### config.mk
export PLATFORM = sky130hd
export DESIGN_NAME = trial_division_prime_test_core
export DESIGN_NICKNAME = d
export VERILOG_FILES = /design/src/tdpt_pkg.sv /design/src/tdpt_rem_unit.sv /design/src/trial_division_prime_test_core.sv
export SDC_FILE = /design/constraint.sdc
export NUM_CORES = 1
export LEC_CHECK = 0
export ABC_CLOCK_PERIOD_IN_PS = 5700
export BUFFER_PORTS_ARGS = -buffer_cell sky130_fd_sc_hd__buf_2
export CAP_MARGIN = 20
export CORE_MARGIN = 3
export CORE_UTILIZATION = 65
export CTS_BUF_LIST = sky130_fd_sc_hd__clkbuf_8
export DETAILED_ROUTE_END_ITERATION = 7
export HOLD_SLACK_MARGIN = 0.03
export PLACE_DENSITY = 0.84
export SLEW_MARGIN = 20
export SYNTH_ARGS = -nofsm -noshare
export SYNTH_HDL_FRONTEND = slang
export SYNTH_SLANG_ARGS = --single-unit
### constraint.sdc
create_clock -name clk -period 5.7 [get_ports clk]
set_clock_uncertainty 0.05 [all_clocks]
set_input_delay 1.14 -clock clk [delete_from_list [all_inputs] [get_ports clk]]
set_output_delay 1.14 -clock clk [all_outputs]
set_load 0.02 [all_outputs]
### src/tdpt_pkg.sv
// ----------------------------------------------------------------------------
// tdpt_pkg
// Shared constants and types of the trial division prime test core.
// ----------------------------------------------------------------------------
package tdpt_pkg;

	// Default width of the tested value
	localparam int NUMBER_WIDTH_DEF = 32;

	// Width of the result field as it travels in m_tdata
	localparam int RESULT_BYTES_W = 8;

	// Status from the remainder unit
	typedef struct packed {
		logic done;      // remainder valid this cycle
		logic rem_zero;  // divisor divides the dividend
	} rem_status_t;

endpackage

### src/tdpt_rem_unit.sv
// ----------------------------------------------------------------------------
// tdpt_rem_unit
// Restoring remainder unit: one dividend bit per cycle, MSB first. Reports
// when the remainder is ready and whether it is zero.
// ----------------------------------------------------------------------------
module tdpt_rem_unit #(
	parameter int NUMBER_WIDTH = tdpt_pkg::NUMBER_WIDTH_DEF,
	parameter int DIV_W        = (NUMBER_WIDTH + 1) / 2 + 1
) (
	input  logic                      clk,
	input  logic                      arst_n,
	input  logic                      start,
	input  logic [NUMBER_WIDTH-1:0]   dividend,
	input  logic [DIV_W-1:0]          divisor,
	output tdpt_pkg::rem_status_t     status
);

	localparam int CNT_W = $clog2(NUMBER_WIDTH + 1);

	logic [NUMBER_WIDTH-1:0] dvd_q;
	logic [DIV_W-1:0]        rem_q;
	logic [CNT_W-1:0]        cnt_q;
	logic                    busy_q;
	logic                    done_q;
	logic [DIV_W:0]          trial;
	logic [DIV_W:0]          diff;
	logic                    fits;

	// One restoring step
	assign trial = {rem_q, dvd_q[NUMBER_WIDTH-1]};
	assign diff  = trial - {1'b0, divisor};
	assign fits  = trial >= {1'b0, divisor};

	// Control
	always_ff @(posedge clk or negedge arst_n) begin
		if (!arst_n) begin
			busy_q <= 1'b0;
			done_q <= 1'b0;
			cnt_q  <= '0;
		end else begin
			done_q <= 1'b0;
			if (start) begin
				busy_q <= 1'b1;
				cnt_q  <= CNT_W'(NUMBER_WIDTH);
			end else if (busy_q) begin
				cnt_q <= cnt_q - CNT_W'(1);
				if (cnt_q == CNT_W'(1)) begin
					busy_q <= 1'b0;
					done_q <= 1'b1;
				end
			end
		end
	end

	// Datapath
	always_ff @(posedge clk) begin
		if (start) begin
			dvd_q <= dividend;
			rem_q <= '0;
		end else if (busy_q) begin
			dvd_q <= {dvd_q[NUMBER_WIDTH-2:0], 1'b0};
			rem_q <= fits ? diff[DIV_W-1:0] : trial[DIV_W-1:0];
		end
	end

	assign status.done     = done_q;
	assign status.rem_zero = (rem_q == '0);

endmodule

### src/trial_division_prime_test_core.sv
// ----------------------------------------------------------------------------
// trial_division_prime_test_core
// Tests one signed value per item for primality by trial division.
// ----------------------------------------------------------------------------
// Channel  Dir  Fields (low bit up)              Handshake
// s_axis   in   number[NUMBER_WIDTH-1:0], pad    s_tvalid / s_tready
// m_axis   out  is_prime[0], zeros[7:1]          m_tvalid / m_tready
//
// Flow: negatives, 0..3 and even values go from S_PRE straight to S_FIN. Otherwise
// each odd divisor d from 3 upward with d*d <= number is tried in turn in the shared
// bit-serial remainder unit; about 23170 divisors worst case at 32 bits.
// Reset: arst_n clears the sequencer and the output valid.
// Stalls: s_tready is high only when idle; a finished verdict waits in S_FIN
// while the output register still holds an unaccepted result.
// ----------------------------------------------------------------------------
module trial_division_prime_test_core #(
	parameter int NUMBER_WIDTH = tdpt_pkg::NUMBER_WIDTH_DEF
) (
	input  logic                                clk,
	input  logic                                arst_n,
	input  logic                                s_tvalid,
	output logic                                s_tready,
	input  logic [((NUMBER_WIDTH+7)/8)*8-1:0]   s_tdata,   // number, then zero pad
	output logic                                m_tvalid,
	input  logic                                m_tready,
	output logic [tdpt_pkg::RESULT_BYTES_W-1:0] m_tdata    // is_prime, then zero pad
);

	localparam int DIV_W = (NUMBER_WIDTH + 1) / 2 + 1;
	localparam int SQ_W  = NUMBER_WIDTH + 2;

	typedef enum logic [4:0] {
		S_IDLE  = 5'b00001,
		S_PRE   = 5'b00010,
		S_CHECK = 5'b00100,
		S_DIV   = 5'b01000,
		S_FIN   = 5'b10000
	} state_t;

	state_t                  state_q;
	logic [NUMBER_WIDTH-1:0] value_q;
	logic [DIV_W-1:0]        d_q;
	logic [SQ_W-1:0]         sq_q;
	logic                    prime_q;
	logic                    out_valid_q;
	logic                    out_prime_q;
	logic                    div_start;
	logic                    out_free;
	tdpt_pkg::rem_status_t   rem_st;

	assign s_tready  = (state_q == S_IDLE);
	assign out_free  = !out_valid_q || m_tready;
	assign div_start = (state_q == S_CHECK) && (sq_q <= SQ_W'(value_q));

	// Shared remainder unit
	tdpt_rem_unit #(
		.NUMBER_WIDTH (NUMBER_WIDTH),
		.DIV_W        (DIV_W)
	) u_rem (
		.clk      (clk),
		.arst_n   (arst_n),
		.start    (div_start),
		.dividend (value_q),
		.divisor  (d_q),
		.status   (rem_st)
	);

	// Sequencer
	always_ff @(posedge clk or negedge arst_n) begin
		if (!arst_n) begin
			state_q <= S_IDLE;
		end else begin
			unique case (state_q)
				S_IDLE: begin
					if (s_tvalid) state_q <= S_PRE;
				end
				S_PRE: begin
					if (value_q[NUMBER_WIDTH-1] || value_q[NUMBER_WIDTH-1:2] == '0
					    || !value_q[0])
						state_q <= S_FIN;
					else
						state_q <= S_CHECK;
				end
				S_CHECK: begin
					state_q <= div_start ? S_DIV : S_FIN;
				end
				S_DIV: begin
					if (rem_st.done) state_q <= rem_st.rem_zero ? S_FIN : S_CHECK;
				end
				S_FIN: begin
					if (out_free) state_q <= S_IDLE;
				end
				default: state_q <= S_IDLE;
			endcase
		end
	end

	// Item datapath: value, divisor, its square, verdict
	always_ff @(posedge clk) begin
		unique case (state_q)
			S_IDLE: begin
				if (s_tvalid) value_q <= s_tdata[NUMBER_WIDTH-1:0];
			end
			S_PRE: begin
				d_q  <= DIV_W'(3);
				sq_q <= SQ_W'(9);
				// 2 and 3 prime; negatives, 0, 1 and even values not
				if (value_q[NUMBER_WIDTH-1] || value_q[NUMBER_WIDTH-1:1] == '0)
					prime_q <= 1'b0;
				else if (value_q[NUMBER_WIDTH-1:2] == '0)
					prime_q <= 1'b1;
				else
					prime_q <= 1'b0;
			end
			S_CHECK: begin
				if (!div_start) prime_q <= 1'b1;
			end
			S_DIV: begin
				if (rem_st.done) begin
					prime_q <= 1'b0;
					// (d+2)^2 = d^2 + 4d + 4
					d_q  <= d_q + DIV_W'(2);
					sq_q <= sq_q + SQ_W'({d_q, 2'b00}) + SQ_W'(4);
				end
			end
			S_FIN: begin
			end
			default: begin
			end
		endcase
	end

	// Output register
	always_ff @(posedge clk or negedge arst_n) begin
		if (!arst_n) begin
			out_valid_q <= 1'b0;
		end else if (state_q == S_FIN && out_free) begin
			out_valid_q <= 1'b1;
		end else if (m_tready) begin
			out_valid_q <= 1'b0;
		end
	end

	always_ff @(posedge clk) begin
		if (state_q == S_FIN && out_free) out_prime_q <= prime_q;
	end

	assign m_tvalid = out_valid_q;
	assign m_tdata  = {(tdpt_pkg::RESULT_BYTES_W - 1)'(0), out_prime_q};

endmodule

==> results_dict.tcl <==
set metrics [dict create \
    outcome "completed" \
    startpoint_type "flop" \
    cts-root-buf "clkbuf_8" \
    die_width_um 122.5 \
    ys_types 61 \
    totalWireLength_um 20100 \
    rows 41 \
    period_minus_slack_ns 4.076 \
    irDropWorstVdd_mv 0.3254 \
    htree_levels 4 \
    finalCritPeriodShare 0.7151 \
    clock_latency_ns 0.48 \
    slew_violations 0 \
    drive_gt1_frac 0.1425 \
    tns_ns 0 \
    intPower_w 0.002387 \
    synth_edf_count 113 \
    p_sw_frac 0.4004 \
    slew_headroom 0.3882 \
    cts_buffers 17 \
    clk_transition_reported_paths_ns 0.10 \
    ant_nets 0 \
    port_buffers 38 \
    syn-cell-area_um2 8817 \
    final_cell_area_um2 9538 \
    ctsResizeCount 0 \
    ys_seq_area_frac 0.4633 \
    p_sw_w 0.001594 \
    rsz0062_at_grt "no" \
    cp_max_fo 34 \
    ys_ff_latch 144 \
    final_common_cell "edfxtp_1" \
    initial_core_util 0.6821 \
    drt_iter0_drc 820 \
    clock_path_buffers 2 \
    netlist_instances 815 \
    fin_worst_hold_slack_ns 0.4132 \
    endpoint_kind "flop" \
    synth-async-reset-ratio 0.09722 \
    die-area_um2 15000 \
    grt_pass1_vias 6416 \
    grt_pass1_wl_um 32810 \
    seqPwrFrac 0.395 \
    clock.fmax_mhz 245.3 \
    drc 0 \
    grt_usage 0.2836 \
    power_density_nw_per_um2 417.4 \
    setup_violations 0 \
    grt_start_max_net_pins 48 \
    syn_to_final_growth_pct 8.174 \
    place_congestion 0.8833 \
    dpl.hpwl_um 14460 \
    pwr-share-comb 0.398 \
    die_h_um 122.5 \
    grt-ovfl-total 0 \
    cts_sinks 144 \
    vias_per_cell 6.310 \
    critPathKind "reg -> reg" \
    ios 46 \
    maxCapViolations 0 \
    worstMarginPinSlew_ns 0.9058 \
    arrival_ns 4.25 \
    placed_area_um2 9135 \
    avgRoutedWirePerCell_um 19.29 \
    nets 976 \
    yosysWarnings 0 \
    ys.flop_type "edfxtp_1" \
    final_cell_mix "113 x edfxtp_1, 97 x nor2_1, 81 x ha_1" \
    vias 6575 \
    hold_violations 0 \
    required_ns 5.87 \
    avgSynthCellArea_um2 10.82 \
    cts_setup_buffers 0 \
    p_leak_nw 3.894 \
    cts_tree "built" \
    antenna_found_initial 0 \
    clock_power_share 0.207 \
    cts_hold_buf 0 \
    firstDrtPassIters 7 \
    hold_path_class "reg -> reg" \
    num_antenna_cells 0 \
    coreArea_um2 12930 \
]
worst paths after layout:
check,from,endpoint,slack (ns),depth (start not counted)
max,value_q[27],u_rem.dvd_q[14],1.62,9
min,prime_q,out_prime_q,0.41,0
max reg2reg,value_q[27],u_rem.dvd_q[14],1.62,9
min reg2reg,prime_q,out_prime_q,0.41,0
max in group asynchronous,arst_n,state_q[0],4.82,1
min in group asynchronous,arst_n,state_q[3],0.48,1
sequential cells by signal, indices dropped and copies added, names as in the netlist:
| register | count |
|---|---|
| d_q | 16 |
| m_tvalid | 1 |
| out_prime_q | 1 |
| prime_q | 1 |
| sq_q | 31 |
| state_q | 5 |
| u_rem.busy_q | 1 |
| u_rem.cnt_q | 6 |
| u_rem.done_q | 1 |
| u_rem.dvd_q | 32 |
| u_rem.rem_q | 17 |
| value_q | 32 |
metrics by stage:
| step | utilization | power, W | cells | setup slack, ns |
|---|---|---|---|---|
| floorplan | - | 0.002749 | 821 | 2.530 |
| global placement | 0.7066 | 0.003031 | 1010 | 1.854 |
| detailed placement | 0.7066 | 0.003128 | 1010 | 1.704 |
| CTS | 0.7374 | 0.003969 | 1042 | 1.681 |
| global route | 0.7378 | 0.004252 | 1042 | 1.435 |
| finish | 0.7378 | 0.003981 | 1042 | 1.624 |
layout make-up:
cell class	count	area, um^2
Timing Repair Buffer	45	242.7
Multi-Input combinational cell	588	4368
Fill cell	853	3390
Sequential cell	144	4085
Clock buffer	17	234.0
Inverter	61	229.0
Tap cell	172	215.2
Clock inverter	15	163.9
synth_stat cells (all sizes together) (8+ instances only):
cell type	count	area [um^2]
nand4	15	93.84
clkbuf	11	41.29
edfxtp	113	3393
ha	81	1013
and2	8	50.05
xnor2	36	315.3
xor2	14	122.6
dfrtp	13	325.3
buf	17	142.6
mux2	31	457.9
nand3	23	115.1
and3	8	50.05
nand2b	11	68.82
a21o	12	90.09
a211oi	20	200.2
nor2	97	364.1
a21oi	38	190.2
nand2	41	153.9
o21ai	18	90.09
inv	61	229.0
nor4	17	106.4
dfxtp	17	340.3
o21a	13	97.59
nor3	21	105.1
routing by layer:
layer  global-route usage  part of all wire
met1               0.3809              0.41
met2               0.4583              0.49
met4              0.09097             0.017
met5                    0                 0
met3              0.06774             0.074
critical path: stages (launching register included):
cell and delay (ns):
edfxtp_1 0.44, inv_1 0.07, ha_1 0.29, nand4_1 0.09, or4_1 0.53, or3_1 0.42
o22ai_1 0.21, nor2b_4 0.73, buf_4 0.61, mux2_4 0.35
logic make-up (layout without fill, tap and decap cells):
logic type                 after synthesis  after routing  share of synthesized area
and+or+nand+nor                        267            267                     0.1474
DFF                                    144            144                     0.4633
AOI/OAI and AO/OA                      143            143                     0.1130
buffers and inverters                   89            138                    0.04683
adders and majority gates               83             83                     0.1195
xor gates and xnor gates                50             50                    0.04967
muxes                                   38             38                    0.05988
other                                    1              7                  0.0004253
power by group through the flow:
stage | clock, W | combinational [W] | sequential, W
2_1_floorplan | 0 | 0.00124 | 0.00151
3_3_place_gp | 0 | 0.00146 | 0.00158
3_5_place_dp | 0 | 0.00154 | 0.00158
4_1_cts | 0.000835 | 0.00157 | 0.00156
5_1_grt | 0.000877 | 0.00178 | 0.00159
6_report | 0.000825 | 0.00159 | 0.00157
Power figures use the tool's default switching activity.
